$ cat src/hw/rtl/reinhard_global_tone_map_defines.svh
// assertion helpers for the tone map rtl
`ifndef REINHARD_GLOBAL_TONE_MAP_DEFINES_SVH
`define REINHARD_GLOBAL_TONE_MAP_DEFINES_SVH

// same-cycle implication
`define RGTM_ASSERT_NOW(lbl, pre, post) \
	lbl: assert property (@(posedge clk) disable iff (!arst_n) (pre) |-> (post)) \
		else $error("rgtm assertion failed");

// next-cycle implication
`define RGTM_ASSERT_NEXT(lbl, pre, post) \
	lbl: assert property (@(posedge clk) disable iff (!arst_n) (pre) |=> (post)) \
		else $error("rgtm assertion failed");

`endif

$ cat src/hw/rtl/rgtm_log2.sv
module rgtm_log2 (
	input  logic               clk,
	input  logic               arst_n,
	input  logic               start,
	input  logic [26:0]        x,
	output logic signed [23:0] val,
	output logic               done
);
	logic [4:0]  p;
	logic [30:0] m0;
	logic [30:0] m_q;
	logic [15:0] frac_q;
	logic [4:0]  pexp_q;
	logic [4:0]  cnt_q;
	logic        run_q;
	logic        done_q;
	logic [61:0] sq;
	logic [31:0] t;
	logic [7:0]  ipart;

	always_comb begin
		p = '0;
		for (int i = 0; i < 27; i++)
			if (x[i])
				p = 5'(i);
		m0 = 31'(x) << (5'd30 - p);
		sq = 62'(m_q) * 62'(m_q);
		t = sq[61:30];
		ipart = 8'(pexp_q) - 8'd16;
	end

	always_ff @(posedge clk or negedge arst_n) begin
		if (!arst_n) begin
			cnt_q <= '0;
			run_q <= 1'b0;
			done_q <= 1'b0;
		end else begin
			done_q <= 1'b0;
			if (start) begin
				cnt_q <= 5'd16;
				run_q <= 1'b1;
			end else if (run_q) begin
				cnt_q <= cnt_q - 1'b1;
				if (cnt_q == 5'd1) begin
					run_q <= 1'b0;
					done_q <= 1'b1;
				end
			end
		end
	end

	// square the mantissa, a carry past two gives the next fraction bit
	always_ff @(posedge clk) begin
		if (start) begin
			m_q <= m0;
			pexp_q <= p;
			frac_q <= '0;
		end else if (run_q) begin
			m_q <= t[31] ? t[31:1] : t[30:0];
			frac_q <= {frac_q[14:0], t[31]};
		end
	end

	assign val = $signed({ipart, frac_q});
	assign done = done_q;
endmodule

$ cat config.mk
export PLATFORM = sky130hd
export DESIGN_NAME = rgtm_log2
export DESIGN_NICKNAME = d
export VERILOG_FILES = /design/src/hw/rtl/reinhard_global_tone_map_defines.svh /design/src/hw/rtl/rgtm_log2.sv
export SDC_FILE = /design/constraint.sdc
export NUM_CORES = 2
export LEC_CHECK = 0
export BUFFER_PORTS_ARGS = -buffer_cell sky130_fd_sc_hd__buf_4
export CELL_PAD_IN_SITES_DETAIL_PLACEMENT = 0
export CELL_PAD_IN_SITES_GLOBAL_PLACEMENT = 1
export CORE_MARGIN = 1.5
export CORE_UTILIZATION = 57
export CTS_CLUSTER_DIAMETER = 120
export DETAILED_ROUTE_END_ITERATION = 10
export PLACE_DENSITY_LB_ADDON = 0.1
export SLEW_MARGIN = 20
export SYNTH_ARGS = -nofsm -noshare
export SYNTH_HDL_FRONTEND = slang
export SYNTH_SLANG_ARGS = --single-unit
export TNS_END_PERCENT = 100
$ cat constraint.sdc
create_clock -name clk -period 14.2 [get_ports clk]
set_input_delay 1.42 -clock clk [delete_from_list [all_inputs] [get_ports clk]]
set_output_delay 1.42 -clock clk [all_outputs]
set_load 0.05 [all_outputs]
==> metrics.txt <==
CTS clock-pin slew for the worst setup and hold paths=0.06 ns; fraction of registers with async set/reset=around an eighth; initial antenna violation count=3; synth warn=0; die width=approximately 240 um; placement row count=86; Worst EP required=around 14 ns; Setup Buffers After CTS=0; highest metal used=met4; Vias=~23000; metal2 WL=a little over 40000 um; Die Ht=between 200 and 250 um; synthesis-stage register bit count=about 60; TritonCTS clock tree=yes; final worst-path cycle share=~67%; Syn-to-layout area delta=3.81%; placed inst area=about 33000 um^2; skew final=0.0105 ns; Seq/Total Area, Yosys=4.99%; minimum clock period=around 9.5 ns; Overflow after GRT=0; Sink Count=59; Max Freq=around 110 MHz; DRT antenna net count=0; post-CTS sizing=0; Cells after Synth=about 3400; Final Hold Vio Count=0; Fill cells=around 4800; Worst EP arrival=9.59 ns; Initial Utilization=a little under three fifths; CTS Hold Bufs=0; # IOs=55; Syn Nets=about 4400; commonest non-fill, non-tap cell in the layout=inv_1; Hold Path Depth=2; die area=56900 um^2; Routed WL per cell=between 20 and 25 um; DRT iter0 DRCs=between 1500 and 2000; vias in the first global route=25300; core area=~55000 um^2; crit end category=flip-flop; clock buffer count from CTS=9; Hold Path Class=flip-flop to flip-flop; max-slew violations=0; synthesized area per cell=about 9.4 um^2; Avg Vias per Cell=about 5.6; total track usage=around 31%; port buffer count=54; Clk Latency, worst-skew pair=around 0.34 ns; Clock Tree Buf Depth=2; CTS Root Cell=clkbuf_16; Max Cap Viol=0; top_reg_cell synth=edfxtp_1; Setup TNS=0 ns; Worst slew margin=between 30% and 40%; WL final=~83000 um; met3 WL=around 5300 um; Startpoint Class=flip-flop; Post-Syn Area=roughly 32000 um^2; post-route DRC violation count=0; Reg2Reg Depth=25; DPL Wire Length=~66000 um; number of synthesized flops with an enable pin=36; RD Place Congestion=about 0.92; total number of H-tree levels=3; Setup Crit Path Kind=flip-flop to flip-flop; RSZ-0062 raised after global routing=false; # nets final=4369; first-pass GRT wire length=~140000 um; worst-path fanout max=28; commonest cells after routing, fill and taps aside=inv_1 (923), fa_1 (747), nand2_1 (327); fin area=~33000 um^2; worst-margin pin slew=1.04 ns; Cell variety after synth=100; status=finished, final reports clean; Setup violations, final=0; ANT cells=0; Detailed Routing Iterations Pass 1=5; Met1 Wirelength=around 34000 um; largest net degree at the start of global routing=a little under 60; layout cells sized above 1=under 10%
layer usage:
metal / GRT usage (%) / vias up
met5: 0 / -
met3: 4.50 / 169
met1: 41.4 / 11600
met2: 52.7 / 728
li1: - / 10100
met4: 9.36 / 0
critical path: stages (launching register included):
cell and delay, ns:
edfxtp_1 0.32, buf_4 0.42, clkinv_1 0.63, nor2_1 0.43, fa_1 0.51, fa_1 0.55
inv_1 0.06, fa_1 0.60, fa_1 0.46, fa_1 0.55, inv_1 0.05, fa_1 0.45
fa_1 0.53, fa_1 0.43, ha_1 0.37, nand4_1 0.17, nor3_1 0.25, o2111ai_1 0.15
o21ai_0 0.33, a32oi_1 0.26, a2111oi_2 0.62, nor2_2 0.05, buf_4 0.24, nor2_1 0.52
o2bb2ai_1 0.20, a211oi_2 0.09
per-stage QoR:
stage	instances	util (%)	worst slack (ns)	hold slack, ns
after floorplan	3370	-	6.25	0.481
after global placement	4056	59.1	4.94	0.482
after detailed placement	4056	59.1	4.85	0.487
after CTS	4072	59.7	4.83	0.499
after global routing	4072	59.7	4.30	0.532
final	4072	59.7	4.68	0.503
path summary, 6_finish.rpt:
kind | startpoint | to | slack [ns]
min | frac_q[15]$_SDFFE_PP0P_ | frac_q[15]$_SDFFE_PP0P_ | 0.50
max in group asynchronous | arst_n | cnt_q[1]$_DFFE_PN0P_ | 13.19
max | m_q[15]$_DFFE_PP_ | m_q[27]$_DFFE_PP_ | 4.68
min reg2reg | frac_q[15]$_SDFFE_PP0P_ | frac_q[15]$_SDFFE_PP0P_ | 0.50
max reg2reg | m_q[15]$_DFFE_PP_ | m_q[27]$_DFFE_PP_ | 4.68
min in group asynchronous | arst_n | done$_DFF_PN0_ | 0.89
sequential cells by signal (all words and copies together), names as in the netlist:
register and flops:
cnt_q 5, run_q 1, done 1, frac_q 16
pexp_q 5, m_q 31
synth_stat cells (11+ instances only):
library cell	number	area share, %
mux4_2	14	1.0
and2_1	188	3.7
nor2_1	103	1.2
dfxtp_1	16	1.0
mux2i_1	41	1.3
nor2b_1	11	0.22
fa_1	747	47
a21o_1	34	0.81
nand2_1	327	3.9
edfxtp_1	36	3.4
o21a_1	12	0.28
nand3_1	30	0.47
xnor2_1	31	0.86
o21bai_1	11	0.26
a211oi_1	19	0.45
buf_4	13	0.31
xor2_1	26	0.72
inv_1	923	11
clkbuf_1	116	1.4
nor3_1	19	0.30
o21ai_0	52	0.82
a21oi_1	83	1.3
nand4_1	22	0.44
o22ai_1	11	0.22
ha_1	273	11
o221ai_1	14	0.39
logic make-up (layout without fill, tap and decap cells):
logic type	count (synthesis)	count (layout)	share of synthesized area [%]
compound gates	325	325	7.05
flops	59	59	4.99
fa+ha+maj	1020	1020	58.1
simple gates	764	764	11.8
buf+inv	1077	1031	13.3
xor+xnor	61	61	1.88
mux	64	64	2.90
cell type report:
class	instances	area [um^2]	area share (%)
Sequential cell	59	1580	4.80
Inverter	926	3490	10.6
Tap cell	748	936	2.85
Multi-Input combinational cell	2234	25800	78.7
Timing Repair Buffer	89	668	2.04
Clock inverter	6	80.1	0.244
Clock buffer	10	229	0.698
Power is left out: the tool's default activity adds up to more than one toggle a clock period on the data nets, which glitch-free logic cannot reach.
