$ cat src/hw/rtl/reinhard_global_tone_map_defines.svh
// assertion helpers for the tone map rtl
`ifndef REINHARD_GLOBAL_TONE_MAP_DEFINES_SVH
`define REINHARD_GLOBAL_TONE_MAP_DEFINES_SVH

// same-cycle implication
`define RGTM_ASSERT_NOW(lbl, pre, post) \
	lbl: assert property (@(posedge clk) disable iff (!arst_n) (pre) |-> (post)) \
		else $error("rgtm assertion failed");

// next-cycle implication
`define RGTM_ASSERT_NEXT(lbl, pre, post) \
	lbl: assert property (@(posedge clk) disable iff (!arst_n) (pre) |=> (post)) \
		else $error("rgtm assertion failed");

`endif

$ cat src/hw/rtl/rgtm_div.sv
module rgtm_div #(
	parameter int NW = 46,
	parameter int DW = 24
) (
	input  logic          clk,
	input  logic          arst_n,
	input  logic          start,
	input  logic [NW-1:0] num,
	input  logic [DW-1:0] den,
	output logic [NW-1:0] quo,
	output logic          done
);
	localparam int CNTW = $clog2(NW + 1);

	logic [NW-1:0]   num_q;
	logic [DW-1:0]   rem_q;
	logic [DW-1:0]   den_q;
	logic [CNTW-1:0] cnt_q;
	logic            run_q;
	logic            done_q;
	logic [DW:0]     shifted;
	logic [DW:0]     diff;
	logic            ge;

	always_comb begin
		shifted = {rem_q, num_q[NW-1]};
		ge = shifted >= {1'b0, den_q};
		diff = shifted - {1'b0, den_q};
	end

	always_ff @(posedge clk or negedge arst_n) begin
		if (!arst_n) begin
			cnt_q <= '0;
			run_q <= 1'b0;
			done_q <= 1'b0;
		end else begin
			done_q <= 1'b0;
			if (start) begin
				cnt_q <= CNTW'(NW);
				run_q <= 1'b1;
			end else if (run_q) begin
				cnt_q <= cnt_q - 1'b1;
				if (cnt_q == CNTW'(1)) begin
					run_q <= 1'b0;
					done_q <= 1'b1;
				end
			end
		end
	end

	// quotient bits shift in where dividend bits leave
	always_ff @(posedge clk) begin
		if (start) begin
			num_q <= num;
			rem_q <= '0;
			den_q <= den;
		end else if (run_q) begin
			rem_q <= ge ? diff[DW-1:0] : shifted[DW-1:0];
			num_q <= {num_q[NW-2:0], ge};
		end
	end

	assign quo = num_q;
	assign done = done_q;
endmodule

$ cat config.mk
export PLATFORM = sky130hd
export DESIGN_NAME = rgtm_div
export DESIGN_NICKNAME = d
export VERILOG_FILES = /design/src/hw/rtl/reinhard_global_tone_map_defines.svh /design/src/hw/rtl/rgtm_div.sv
export SDC_FILE = /design/constraint.sdc
export NUM_CORES = 1
export LEC_CHECK = 0
export BUFFER_PORTS_ARGS = -buffer_cell sky130_fd_sc_hd__buf_4
export CAP_MARGIN = 15
export CELL_PAD_IN_SITES_DETAIL_PLACEMENT = 1
export CELL_PAD_IN_SITES_GLOBAL_PLACEMENT = 2
export CORE_MARGIN = 5
export CORE_UTILIZATION = 25
export DETAILED_ROUTE_END_ITERATION = 12
export GPL_ROUTABILITY_DRIVEN = 0
export PLACE_DENSITY = 0.65
export SYNTH_ARGS = -nofsm -noshare
export SYNTH_HDL_FRONTEND = slang
export SYNTH_SLANG_ARGS = --single-unit
$ cat constraint.sdc
create_clock -name clk -period 3.4 [get_ports clk]
set_input_delay 0.34 -clock clk [delete_from_list [all_inputs] [get_ports clk]]
set_output_delay 0.34 -clock clk [all_outputs]
set_load 0.05 [all_outputs]
==> flow_summary.toml <==
[status]
outcome = "finished clean"

[synthesis]
ys_seq_area_frac = 0.5151
synth_cell_types = 53
synth_seq_cells = 102
synthTopCellsByArea = "edfxtp_1 (39%), mux2_2 (9.4%), dfxtp_1 (8.9%)"
synth_ff_type = "edfxtp_1"
synth_fp_nets = 560
synth-edff-count = 70
synth.cell_area_um2 = 5403
synth_top_cell_area_share = 0.3891
synth_area_per_cell_um2 = 11.74
yosys_warnings = 0
synth_cells = 460
yosysTopAreaCell = "edfxtp_1"
synth-async-reset-ratio = 0.07843

[layout]
design_area_um2 = 6903
synthToLayoutAreaGrowth_pct = 27.77
antenna_cells = 0
drive_gt1_frac = 0.3253
nets = 679
final_cells = 859

[clock_tree]
cts-hold-fix-buffers = 1
clkLatencyLatePin_ps = 360
cts_root_buffer = "clkbuf_16"
numCtsBuffers = 9
path_clk_slew_ps = 80
post-cts-setup-buffers = 0
clock_path_buffers = 2
cts_tree = "yes"
cts.repair.resized = 0
cts-htree-levels = 3
clkSinkCount = 102

[detailed_routing]
routed_wl_mm = 14.44
wl_per_cell_um = 16.81
via_count = 3971
viasPerCell = 4.623
drtIter0Drc = 153
drc = 0
antenna_left = 0
firstDrtPassIters = 4

[floorplanning]
die_area_um2 = 24650
dieHeight_um = 157.0
ioPinCount = 120
rows = 53
core_um2 = 21150
start_util = 0.2554
die_width_um = 157.0

[critical_path]
worst-setup-path-type = "flop to flop"
cp_cell_sequence = "inv_1 > ha_1 > inv_1 > fa_1 > a211oi_1 > o211ai_1 > a31oi_1 > o31ai_1 > a31oi_1 > xnor2_1 > mux2i_1 > a211oi_1"
worstPathArrival_ps = 3150
start_kind = "flop"
end_kind = "flop"
r2r_end = "rem_q[20]"
crit_path_top_delay_cell = "edfxtp_1"
critPathMaxStageDelay_ps = 420
crit_path_max_fanout = 3
r2r_start = "quo[45]"
rrSetupSlack_ps = 520
reg2reg_depth = 12
required_ps = 3670

[global_routing]
grt_start_max_net_pins = 47
first_global_vias = 4469
grt_use_met2 = 0.1899
busiest_layer = "met2"
grt_overflow = 0
grt_pass1_wl_mm = 23.75
use_met3 = 0.06324
grt_usage = 0.1216
antenna_found_initial = 0
grt_util_met1 = 0.1460

[power_and_ir_drop]
p_per_area_nw_per_um2 = 637.7
leakage_nw = 3.026
ir_drop_uv = 284.8

[sta]
clock.fmax_ghz = 0.3474
rsz0062_at_grt = "false"
fin_setup_tns_ps = 0
skew_ps = 8.969
slew_headroom = 0.4008
hold_viol_final = 0
setup_violations = 0
slew_viol_final = 0
worstMarginPinSlew_ps = 895.4
period_minus_slack_ps = 2878
fin_crit_sh = 0.8466

[placed_design]
placed_area_um2 = 6613
portBuffers = 119
post-dp-hpwl_mm = 10.79
dp.cells = 842

[min_path]
hold_start = "den[1]"
min_path_cells = 1
worstHoldPathType = "primary input to flop"
holdPathEnd = "den_q[1]"

[run]
drv_cap = 0
==> layout by cell type (no fill, tap or decap), types with 10 or more instances in the layout <==
master,n
o21ai_0,15
a21oi_1,20
nor2_1,33
a21o_1,10
ha_1,26
inv_1,30
mux2_2,45
a211oi_1,17
xor2_1,12
nand2_1,21
mux2i_1,21
dfxtp_1,24
xnor2_1,13
edfxtp_1,70
buf_4,123
==> sequential cells by signal, indices dropped and copies added (netlist names) <==
register,count
rem_q,24
quo,46
run_q,1
cnt_q,6
den_q,24
done,1
==> worst max-delay path: cells and delay by family, from the launching register on <==
family / cells / cell delay (ps)
flops: 1 / 420
compound gates: 6 / 1410
mux: 1 / 90
xor+xnor: 1 / 150
buf+inv: 2 / 140
fa+ha+maj: 2 / 580
==> metal layers <==
metal | wire length (um) | up-vias
met2 | 6448 | 109
met3 | 1405 | 16
met4 | 255 | 0
met1 | 6332 | 1919
met5 | 0 | -
li1 | - | 1927
==> synth_stat cells, types with 2 or more instances <==
| library cell | number |
|---|---|
| nor2_1 | 33 |
| dfrtp_1 | 8 |
| o21bai_1 | 2 |
| a21oi_1 | 20 |
| o211ai_1 | 3 |
| xor2_1 | 12 |
| o21a_1 | 3 |
| nand2_1 | 21 |
| a21o_1 | 10 |
| a31oi_1 | 6 |
| mux2_2 | 45 |
| and2_1 | 2 |
| nor2b_1 | 6 |
| a21boi_0 | 2 |
| nand4_1 | 2 |
| nor3_1 | 6 |
| nand3_1 | 7 |
| edfxtp_1 | 70 |
| nand4b_1 | 2 |
| inv_1 | 31 |
| o31ai_1 | 5 |
| and4_1 | 2 |
| ha_1 | 26 |
| mux2i_1 | 21 |
| dfxtp_1 | 24 |
| xnor2_1 | 13 |
| o21ai_0 | 15 |
| nor3_2 | 2 |
| clkbuf_1 | 12 |
| a211oi_1 | 17 |
| and3_1 | 3 |
| a32oi_1 | 2 |
| nand2b_1 | 7 |
==> how the worst max path moves through the flow <==
stage	start	to	slack [ps]	depth (start not counted)
2_1_floorplan	quo[45]	rem_q[20]	600	12
3_3_place_gp	quo[45]	rem_q[20]	600	12
3_5_place_dp	quo[45]	rem_q[20]	530	12
4_1_cts	quo[45]	rem_q[20]	480	12
5_1_grt	quo[45]	rem_q[22]	270	12
6_report	quo[45]	rem_q[20]	520	12
==> final cells by class <==
type / instances / area (um2)
Multi-Input combinational cell: 310 / 2426
Clock buffer: 9 / 225.2
Inverter: 31 / 116.4
Timing Repair Buffer: 125 / 953.4
Tap cell: 275 / 344.1
Sequential cell: 102 / 2783
Clock inverter: 7 / 55.05
Fill cell: 2334 / 14250
==> logic make-up after synthesis <==
kind of cell / share of synthesized area
buf+inv: 0.03867
compound gates: 0.1144
simple gates: 0.09472
fa+ha+maj: 0.06392
mux: 0.1327
flops: 0.5151
xor+xnor: 0.04053
==> where the power goes <==
group / total (W) / switching (W) / internal [W]
sequential: 0.00165 / 0.000125 / 0.00152
clock: 0.00104 / 0.000528 / 0.000509
combinational: 0.00171 / 0.000987 / 0.000727
==> per-stage QoR <==
step                hold slack [ps]    util  power (W)  setup WS, ps
CTS                           134.5  0.3263   0.004478         482.5
detailed placement            169.7  0.3126   0.003412         530.0
global route                  128.6  0.3263   0.004704         268.0
floorplan                     44.41       -   0.002945         604.0
global placement              167.0  0.3126   0.003383         603.1
finish                        154.3  0.3263   0.004402         521.6
Power figures use the tool's default switching activity.
