**src/hw/rtl/reinhard_global_tone_map_defines.svh**
```systemverilog
// assertion helpers for the tone map rtl
`ifndef REINHARD_GLOBAL_TONE_MAP_DEFINES_SVH
`define REINHARD_GLOBAL_TONE_MAP_DEFINES_SVH

// same-cycle implication
`define RGTM_ASSERT_NOW(lbl, pre, post) \
	lbl: assert property (@(posedge clk) disable iff (!arst_n) (pre) |-> (post)) \
		else $error("rgtm assertion failed");

// next-cycle implication
`define RGTM_ASSERT_NEXT(lbl, pre, post) \
	lbl: assert property (@(posedge clk) disable iff (!arst_n) (pre) |=> (post)) \
		else $error("rgtm assertion failed");

`endif

```
**src/hw/rtl/rgtm_pkg.sv**
```systemverilog
package rgtm_pkg;

	localparam int FRAC = 16;
	localparam logic [26:0] LOG_BIAS = 27'd66;
	localparam logic [23:0] AVG_MAX = 24'hFFFFFF;
	localparam logic [29:0] SCALE_MAX = 30'h3FFFFFFF;

	typedef enum logic [1:0] {
		OP_ACCUM  = 2'd0,
		OP_FINISH = 2'd1,
		OP_MAP    = 2'd2,
		OP_NONE   = 2'd3
	} opcode_t;

	typedef enum logic [1:0] {
		RK_PIXEL        = 2'd0,
		RK_AVERAGE      = 2'd1,
		RK_NO_PIXELS    = 2'd2,
		RK_NOT_FINISHED = 2'd3
	} kind_t;

	typedef enum logic [1:0] {
		REG_KEY   = 2'd0,
		REG_WRED  = 2'd1,
		REG_WGRN  = 2'd2,
		REG_WBLU  = 2'd3
	} reg_idx_t;

	typedef struct packed {
		logic [39:0] wprod;
		logic [15:0] mapped;
		logic        done;
	} lane_res_t;

	// Q2.30 value of 2^(2^-idx), each from a truncating integer square root of the one before
	function automatic logic [31:0] exp2_root(input int idx);
		logic [63:0] r;
		logic [63:0] y;
		logic [63:0] t;
		logic [63:0] res;
		r = 64'd1 << 31;
		for (int i = 1; i <= idx; i++) begin
			y = r << 30;
			res = '0;
			for (int k = 31; k >= 0; k--) begin
				t = res | (64'd1 << k);
				if (t * t <= y)
					res = t;
			end
			r = res;
		end
		return r[31:0];
	endfunction

endpackage

```
**src/hw/rtl/rgtm_lane.sv**
```systemverilog
module rgtm_lane (
	input  logic                 clk,
	input  logic                 arst_n,
	input  logic                 load,
	input  logic [23:0]          chan,
	input  logic [15:0]          weight,
	input  logic [29:0]          scale,
	output rgtm_pkg::lane_res_t  res
);
	import rgtm_pkg::*;

	logic [39:0] wprod_s1;
	logic [37:0] v_s1;
	logic        prime_q;
	logic        run_q;
	logic        done_q;
	logic [4:0]  cnt_q;
	logic [38:0] rem_q;
	logic [38:0] den_q;
	logic [15:0] quo_q;
	logic [39:0] rem2;
	logic [39:0] trial;
	logic        ge;

	always_comb begin
		rem2 = {rem_q, 1'b0};
		ge = rem2 >= {1'b0, den_q};
		trial = rem2 - {1'b0, den_q};
	end

	always_ff @(posedge clk or negedge arst_n) begin
		if (!arst_n) begin
			prime_q <= 1'b0;
			run_q <= 1'b0;
			done_q <= 1'b0;
			cnt_q <= '0;
		end else begin
			prime_q <= load;
			done_q <= 1'b0;
			if (load) begin
				run_q <= 1'b0;
			end else if (prime_q) begin
				cnt_q <= 5'd16;
				run_q <= 1'b1;
			end else if (run_q) begin
				cnt_q <= cnt_q - 1'b1;
				if (cnt_q == 5'd1) begin
					run_q <= 1'b0;
					done_q <= 1'b1;
				end
			end
		end
	end

	// v/(1+v): remainder starts at v, sixteen fraction bits follow
	always_ff @(posedge clk) begin
		if (load) begin
			wprod_s1 <= 40'(weight) * 40'(chan);
			v_s1 <= 38'((54'(chan) * 54'(scale)) >> FRAC);
		end
		if (prime_q) begin
			rem_q <= 39'(v_s1);
			den_q <= 39'(v_s1) + (39'd1 << FRAC);
		end else if (run_q) begin
			rem_q <= ge ? trial[38:0] : rem2[38:0];
			quo_q <= {quo_q[14:0], ge};
		end
	end

	assign res.wprod = wprod_s1;
	assign res.mapped = quo_q;
	assign res.done = done_q;
endmodule

```
**config.mk**
```make
export PLATFORM = sky130hd
export DESIGN_NAME = rgtm_lane
export DESIGN_NICKNAME = d
export VERILOG_FILES = /design/src/hw/rtl/reinhard_global_tone_map_defines.svh /design/src/hw/rtl/rgtm_pkg.sv /design/src/hw/rtl/rgtm_lane.sv
export SDC_FILE = /design/constraint.sdc
export NUM_CORES = 2
export LEC_CHECK = 0
export ABC_AREA = 1
export BUFFER_PORTS_ARGS = -buffer_cell sky130_fd_sc_hd__buf_2
export CAP_MARGIN = 20
export CORE_AREA = 2 2 297 299
export DETAILED_ROUTE_END_ITERATION = 8
export DIE_AREA = 0 0 299 301
export PLACE_DENSITY = 0.81
export SLEW_MARGIN = 20
export SYNTH_ARGS = -nofsm -noshare
export SYNTH_HDL_FRONTEND = slang
export SYNTH_SLANG_ARGS = --single-unit
```
**constraint.sdc**
```tcl
create_clock -name clk -period 4.5 [get_ports clk]
set_input_delay 0.225 -clock clk [delete_from_list [all_inputs] [get_ports clk]]
set_output_delay 0.225 -clock clk [all_outputs]
set_load 0.02 [all_outputs]
```
==> metrics.yaml <==
clock_skew_ns: 0.0182
period_share: 1.36
finalSetupTns_ns: -75.06
final_util: 0.699
cp_slowest_cell: "fa_2"
hold_viol_final: 0
holdCritPathClass: "input pin to async pin"
dp_hpwl_mm: 118
die_h_um: 301
drv_cap: 0
instances_no_fill: 7975
fin_nets: 8112
ys_seq_elements: 180
dieArea_um2: 90000
fill_cells: 5947
drt_iter0_drc: 4603
criticalPathCategory: "input pin to flip-flop"
layout_setup_ws_ns: -1.63
area_delta_synth_final_pct: 27.8
ys_top_cells_by_area: "fa_1, inv_1, nand2_1, edfxtp_1, ha_1"
die_w_um: 299
ys_types: 46
io_buffers: 129
grt_pass1_wl_mm: 246
detail-route-antenna-nets: 0
initial_core_util: 0.547
wl_mm: 170
cts_root_buf: "clkbuf_16"
crit_buf_inv: 10
yosysTopAreaCell: "fa_1"
num_rows: 108
use_met2: 0.597
vias: 44500
yosysSeqAreaShare: 0.113
first_pass_iters: 9
gr-usage-met3: 0.0908
remaining_drc_errors: 37
coreArea_um2: 86500
grt_use_met1: 0.384
cp.arrival_ns: 6.38
clock-sinks: 180
end_kind: "flip-flop"
path_delay_family: "adder cells"
synth_top_area_frac: 0.389
cts_tree: "done"
yosys_warnings: 0
cpMostUsedCell: "fa_1"
violations: "design-rule violations, negative setup slack"
syn_inst: 6201
tightest_slew_ns: 1.10
ff2ff_setup_slack_ns: 1.32
grt_use_total: 0.353
clkLatencyLatePin_ns: 0.51
cts_max_level: 4
netlist_area_um2: 47300
grt_pass1_vias: 46800
busiest_layer: "met2"
avgViaCountPerCell: 5.58
io_pins: 130
final_cell_mix: "inv_1, nand2_1, fa_1, buf_4, ha_1"
fmax_ghz: 0.163
final_layout_size_suffix_gt1_frac: 0.241
cpPeakStageDelay_ns: 0.71
syn-num-nets: 7524
cts.path.max_buffers: 2
clk_pin_slew_ns: 0.08
antenna_found_initial: 11
final_common_cell: "inv_1"
place_congestion: 1.02
synth.avg_cell_area_um2: 7.63
grt-ovfl-total: 0
slew_headroom: 0.264
routedWlPerCell_um: 21.4
numCtsBuffers: 17
rsz0062_at_grt: "true"
dp.cells: 7780
final-setup-viol-count: 70
status: "finished with violations"
critPathRequiredTime_ns: 4.76
grt_max_degree: 75
period_minus_slack_ns: 6.13
slew_viol_final: 0
crit_fanout: 6
start_kind: "input pin"
[cells in the mapped netlist (all sizes together)]
cell and number:
dfxtp 1, a31oi 8, xor2 62, ha 330, a21boi 5, o211ai 2
nor4 8, dfrtp 8, and2 4, fa 920, inv 1842, edfxtp 171
nand3b 5, or3b 1, clkbuf 154, a21o 16, buf 78, and3 3
nand3 138, nor2 283, nor3 25, o21bai 20, a21oi 154, o22ai 2
a211oi 4, o21a 7, nand2 1778, xnor2 37, o21ai 97, or2 3
nand4 35
[cell type report]
type                    count  area [µm²]  area share
multi-input cells        3947       38200       0.632
flip-flops and latches    180        5360      0.0886
inverters                1842        6920       0.114
clock buffers              18         429     0.00710
repair buffers            801        7930       0.131
well taps                1155        1450      0.0239
clock inverters            14         154     0.00254
diodes                     18        45.0    0.000745
[registers in the layout, summed over array words and instances (netlist names)]
name      cells
den_q        39
v_s1         38
quo_q        16
rem_q        39
wprod_s1     40
run_q         1
prime_q       1
done_q        1
cnt_q         5
[metal layers]
metal,vias to the layer above,wire length [µm]
li1,18900,-
met1,21300,54900
met2,2954,79800
met3,1248,18600
met4,8,16900
met5,-,73
[metrics by stage]
step	instance area, µm²	setup slack [ns]	hold slack [ns]
finish	60500	-1.63	0.125
global route	60400	-1.67	0.151
CTS	57900	-1.01	0.112
detailed placement	54000	-2.08	0.0790
global placement	54000	-2.03	0.0797
floorplan	49500	-1.10	-0.0706
[worst paths after layout]
path	start	end	depth (start not counted)
setup / recovery	chan[8]	v_s1[27]	26
hold / removal	arst_n	prime_q	2
setup reg to reg	rem_q[0]	rem_q[24]	13
hold reg to reg	v_s1[9]	den_q[9]	0
max in group asynchronous	arst_n	prime_q	2
min in group clk	load	wprod_s1[0]	1
[what timing repair did]
action,in CTS,in global routing
cloned,18,6
hold buffers,1,0
pin swaps,197,291
buffers inserted,55,74
endpoints found under the hold margin,8,0
endpoints found under the setup margin,69,70
resized for setup,628,533
[cell families after synthesis]
logic type,share of synthesized area
xor gates and xnor gates,0.0183
adders and majority gates,0.476
DFF,0.113
buffers and inverters,0.166
and+or+nand+nor,0.190
AOI/OAI and AO/OA,0.0365
Power is not shown: default switching activity piles up to over one toggle a cycle in this logic, so the estimate is an artifact.
