[config.mk]
export PLATFORM = sky130hd
export DESIGN_NAME = rgtm_exp2
export DESIGN_NICKNAME = d
export VERILOG_FILES = /design/src/hw/rtl/reinhard_global_tone_map_defines.svh /design/src/hw/rtl/rgtm_pkg.sv /design/src/hw/rtl/rgtm_exp2.sv
export SDC_FILE = /design/constraint.sdc
export NUM_CORES = 2
export LEC_CHECK = 0
export BUFFER_PORTS_ARGS = -buffer_cell sky130_fd_sc_hd__buf_2
export CAP_MARGIN = 25
export CORE_MARGIN = 10
export CORE_UTILIZATION = 30
export CTS_CLUSTER_DIAMETER = 50
export DETAILED_ROUTE_END_ITERATION = 8
export PLACE_DENSITY_LB_ADDON = 0.15
export SYNTH_ARGS = -nofsm -noshare
export SYNTH_HDL_FRONTEND = slang
export SYNTH_SLANG_ARGS = --single-unit
[constraint.sdc]
create_clock -name clk -period 14.8 [get_ports clk]
set_clock_uncertainty 0.1 [all_clocks]
set_input_delay 2.22 -clock clk [delete_from_list [all_inputs] [get_ports clk]]
set_output_delay 2.22 -clock clk [all_outputs]
set_load 0.02 [all_outputs]
[src/hw/rtl/reinhard_global_tone_map_defines.svh]
// assertion helpers for the tone map rtl
`ifndef REINHARD_GLOBAL_TONE_MAP_DEFINES_SVH
`define REINHARD_GLOBAL_TONE_MAP_DEFINES_SVH

// same-cycle implication
`define RGTM_ASSERT_NOW(lbl, pre, post) \
	lbl: assert property (@(posedge clk) disable iff (!arst_n) (pre) |-> (post)) \
		else $error("rgtm assertion failed");

// next-cycle implication
`define RGTM_ASSERT_NEXT(lbl, pre, post) \
	lbl: assert property (@(posedge clk) disable iff (!arst_n) (pre) |=> (post)) \
		else $error("rgtm assertion failed");

`endif

[src/hw/rtl/rgtm_pkg.sv]
package rgtm_pkg;

	localparam int FRAC = 16;
	localparam logic [26:0] LOG_BIAS = 27'd66;
	localparam logic [23:0] AVG_MAX = 24'hFFFFFF;
	localparam logic [29:0] SCALE_MAX = 30'h3FFFFFFF;

	typedef enum logic [1:0] {
		OP_ACCUM  = 2'd0,
		OP_FINISH = 2'd1,
		OP_MAP    = 2'd2,
		OP_NONE   = 2'd3
	} opcode_t;

	typedef enum logic [1:0] {
		RK_PIXEL        = 2'd0,
		RK_AVERAGE      = 2'd1,
		RK_NO_PIXELS    = 2'd2,
		RK_NOT_FINISHED = 2'd3
	} kind_t;

	typedef enum logic [1:0] {
		REG_KEY   = 2'd0,
		REG_WRED  = 2'd1,
		REG_WGRN  = 2'd2,
		REG_WBLU  = 2'd3
	} reg_idx_t;

	typedef struct packed {
		logic [39:0] wprod;
		logic [15:0] mapped;
		logic        done;
	} lane_res_t;

	// Q2.30 value of 2^(2^-idx), each from a truncating integer square root of the one before
	function automatic logic [31:0] exp2_root(input int idx);
		logic [63:0] r;
		logic [63:0] y;
		logic [63:0] t;
		logic [63:0] res;
		r = 64'd1 << 31;
		for (int i = 1; i <= idx; i++) begin
			y = r << 30;
			res = '0;
			for (int k = 31; k >= 0; k--) begin
				t = res | (64'd1 << k);
				if (t * t <= y)
					res = t;
			end
			r = res;
		end
		return r[31:0];
	endfunction

endpackage

[src/hw/rtl/rgtm_exp2.sv]
module rgtm_exp2 (
	input  logic               clk,
	input  logic               arst_n,
	input  logic               start,
	input  logic signed [45:0] mean,
	output logic [23:0]        avg,
	output logic               done
);
	import rgtm_pkg::*;

	logic [31:0]        root_tab [0:15];
	logic [15:0]        f_q;
	logic signed [29:0] n_q;
	logic [30:0]        acc_q;
	logic [3:0]         idx_q;
	logic               run_q;
	logic               fin_q;
	logic               done_q;
	logic [23:0]        avg_q;
	logic [62:0]        prod;
	logic signed [30:0] s;
	logic [30:0]        shifted;
	logic [23:0]        avg_c;

	for (genvar gi = 0; gi < 16; gi++) begin : g_root
		localparam logic [31:0] RV = exp2_root(gi + 1);
		assign root_tab[gi] = RV;
	end

	always_comb begin
		prod = 63'(acc_q) * 63'(root_tab[idx_q]);
		s = $signed(31'd14) - 31'(n_q);
		shifted = acc_q >> s[4:0];
		if (s < 0)
			avg_c = AVG_MAX;
		else if (s > 31'sd30)
			avg_c = '0;
		else if (shifted > 31'(AVG_MAX))
			avg_c = AVG_MAX;
		else
			avg_c = shifted[23:0];
	end

	always_ff @(posedge clk or negedge arst_n) begin
		if (!arst_n) begin
			idx_q <= '0;
			run_q <= 1'b0;
			fin_q <= 1'b0;
			done_q <= 1'b0;
		end else begin
			fin_q <= 1'b0;
			done_q <= fin_q;
			if (start) begin
				idx_q <= '0;
				run_q <= 1'b1;
			end else if (run_q) begin
				idx_q <= idx_q + 1'b1;
				if (idx_q == 4'd15) begin
					run_q <= 1'b0;
					fin_q <= 1'b1;
				end
			end
		end
	end

	always_ff @(posedge clk) begin
		if (start) begin
			f_q <= mean[15:0];
			n_q <= mean[45:16];
			acc_q <= 31'd1 << 30;
		end else if (run_q) begin
			if (f_q[15])
				acc_q <= prod[60:30];
			f_q <= {f_q[14:0], 1'b0};
		end
		if (fin_q)
			avg_q <= avg_c;
	end

	assign avg = avg_q;
	assign done = done_q;
endmodule
==> flow_metrics.env <==
export IMPL_crit_type="reg -> reg"
export IMPL_cts_root_buf="clkbuf_16"
export IMPL_finalHoldViolations=0
export IMPL_cp_start_kind="flop"
export IMPL_clk_latency_ps=420
export IMPL_crit_top_cell="fa_1"
export IMPL_ys_seq_area_share_pct=8.03
export IMPL_min_period_ps=10230
export IMPL_max_freq_mhz=97.7
export IMPL_critical_path_top_delay_family="adder cells"
export IMPL_cp_slowest_stage_delay_ps=960
export IMPL_critPathBufInv=7
export IMPL_num_io_pins=74
export IMPL_synth_ff_type="edfxtp_1"
export IMPL_synth_avg_cell_area_sq_um=9.10
export IMPL_grt_max_degree=55
export IMPL_max_slew_margin_pct=23.9
export IMPL_via_count=26559
export IMPL_syn_num_nets=5091
export IMPL_die_w_um=367
export IMPL_grt_setup_unrepaired="false"
export IMPL_min_path_type="reg -> reg"
export IMPL_grt_pass1_vias=29337
export IMPL_syn_inst=3967
export IMPL_cp_arrival_ps=10380
export IMPL_ys_warnings_count=0
export IMPL_cts_tree="built"
export IMPL_drv_slew=0
export IMPL_start_util_pct=30.2
export IMPL_clkTransAtPathRegs_ps=80
export IMPL_numCtsBuffers=9
export IMPL_wl_per_cell_um=20.9
export IMPL_rows=127
export IMPL_port_buffers=73
export IMPL_final_common_cell="fa_1"
export IMPL_core_area_sq_um=120000
export IMPL_nFillCells=12611
export IMPL_drc=0
export IMPL_ys_seq_elements=108
export IMPL_viasPerCell=4.82
export IMPL_cts_sinks=108
export IMPL_worst_hold_slack_ps=353
export IMPL_cts_htree_levels=3
export IMPL_cp_slowest_cell="o32ai_1"
export IMPL_final_nets=5015
export IMPL_synth_edf_count=70
export IMPL_endpoint_kind="flop"
export IMPL_grtUsageTotal_pct=17.3
export IMPL_mostFrequentLayoutCells="fa_1 (805), inv_1 (787), nand2_1 (549)"
export IMPL_ant_nets=0
export IMPL_setup_violations=0
export IMPL_cp_max_fo=34
export IMPL_setup_tns_ps=0
export IMPL_post_cts_resized=0
export IMPL_overflow=0
export IMPL_async_flop_share_pct=6.48
export IMPL_area_growth_pct=7.18
export IMPL_cts_setup_buffers=0
export IMPL_drive_gt1_share_pct=6.62
export IMPL_drv_cap=0
export IMPL_grt_pass1_wl_um=181000
export IMPL_cp_required_ps=14950
export IMPL_worst_slew_pin_slew_ps=1140
export IMPL_status="completed"
export IMPL_dieArea_sq_um=135000
export IMPL_cts_hold_buf=0
export IMPL_synth_cell_types=79
export IMPL_dr_first_iter_drc_count=1522
export IMPL_wl_um=115000
export IMPL_antenna_found_initial=5
export IMPL_fin_crit_sh_pct=69.1
export IMPL_die_y_um=367
export IMPL_routabilityCongestion=0.798
export IMPL_first_pass_iters=7
export IMPL_syn_area_sq_um=36100
export IMPL_dp_hpwl_um=86400
export IMPL_cts_buffer_depth=2
## logic make-up (layout without fill, tap and decap cells)
kind of cell / after synthesis / after routing / share of synthesized area (%)
fa+ha+maj: 1075 / 1075 / 54.0
buf+inv: 1035 / 964 / 10.8
flops: 108 / 108 / 8.03
xor+xnor: 30 / 30 / 0.728
other cells: 0 / 2 / 0
mux: 67 / 67 / 2.43
compound gates: 375 / 375 / 6.43
simple gates: 1277 / 1277 / 17.6
## area by class of cell
type                    instances  area [sq um]  area share, %
multi-input cells            2824         29400           76.1
inverters                     789          2960           7.66
flip-flops and latches        108          2900           7.50
well taps                    1612          2020           5.21
repair buffers                159          1040           2.69
clock buffers                   9           225          0.582
clock inverters                 7          92.6          0.239
diodes                          2          5.00         0.0129
## cell usage after synthesis, types with 4 or more instances
cell type	number	area [sq um]
fa_1	805	16100
inv_1	787	2950
nand2_1	550	2060
and2_1	449	2810
ha_1	270	3380
clkbuf_1	233	875
a21oi_1	118	591
nor2_1	94	353
o21ai_0	91	455
edfxtp_1	70	2100
nand3_1	46	230
dfxtp_1	31	621
a21o_1	30	225
mux2i_1	28	280
nor3_1	27	135
a211oi_1	26	195
mux2_2	24	270
nand4_1	22	138
or3_1	16	100
xor2_1	16	140
mux4_2	14	315
o22ai_1	14	87.6
xnor2_1	14	123
nor2b_1	13	81.3
a31oi_1	11	68.8
and3_1	11	68.8
buf_1	11	41.3
nor4_1	11	68.8
a22oi_1	8	60.1
o211ai_1	8	60.1
o21ai_1	8	40.0
o31ai_1	8	60.1
or2_2	8	50.1
or4_1	8	60.1
dfrtp_1	7	175
o21bai_1	7	52.6
nor3b_1	6	45.0
o21a_1	6	45.0
a221o_1	5	50.1
nand2b_1	4	25.0
## flip-flops by register name, indices dropped and copies added, names as in the netlist
signal	count
f_q	16
run_q	1
fin_q	1
n_q	30
idx_q	4
avg	24
acc_q	31
done	1
## worst paths after layout
kind                              to  slack (ps)  depth (start not counted)  startpoint
setup / recovery           acc_q[15]        4570                         29    idx_q[2]
hold / removal             acc_q[12]         350                          2   acc_q[12]
setup reg to reg           acc_q[15]        4570                         29    idx_q[2]
hold reg to reg            acc_q[12]         350                          2   acc_q[12]
max in group asynchronous   idx_q[3]       12860                          1      arst_n
min in group asynchronous       done        1540                          1      arst_n
## per-stage QoR
step / area (sq um) / instances / setup slack, ps / utilization (%)
after floorplan: 36100 / 3967 / 6040 / -
after global placement: 38300 / 5489 / 4810 / 32.0
after detailed placement: 38300 / 5491 / 4710 / 32.0
after CTS: 38700 / 5507 / 4680 / 32.3
after global routing: 38700 / 5508 / 4110 / 32.3
final: 38700 / 5510 / 4570 / 32.3
## worst register-to-register path, delay by kind of cell, from the launching register on
kind / cells / cell delay [ps]
AND/OR/NAND/NOR: 4 / 1300
AO/OA/AOI/OAI: 8 / 2540
buffers and inverters: 7 / 1320
XOR/XNOR: 1 / 160
flip-flops: 1 / 320
adder cells (fa/ha/maj): 9 / 4360
## layer usage
metal / global-route usage [%] / vias to the layer above / routed length (um)
met1: 22.8 / 14118 / 50600
met5: 0 / - / 13
met4: 3.29 / 2 / 1920
met2: 31.0 / 436 / 59000
met3: 1.37 / 84 / 3350
li1: - / 11919 / -
Power is left out: the tool's default activity adds up to more than one toggle a clock period on the data nets, which glitch-free logic cannot reach.
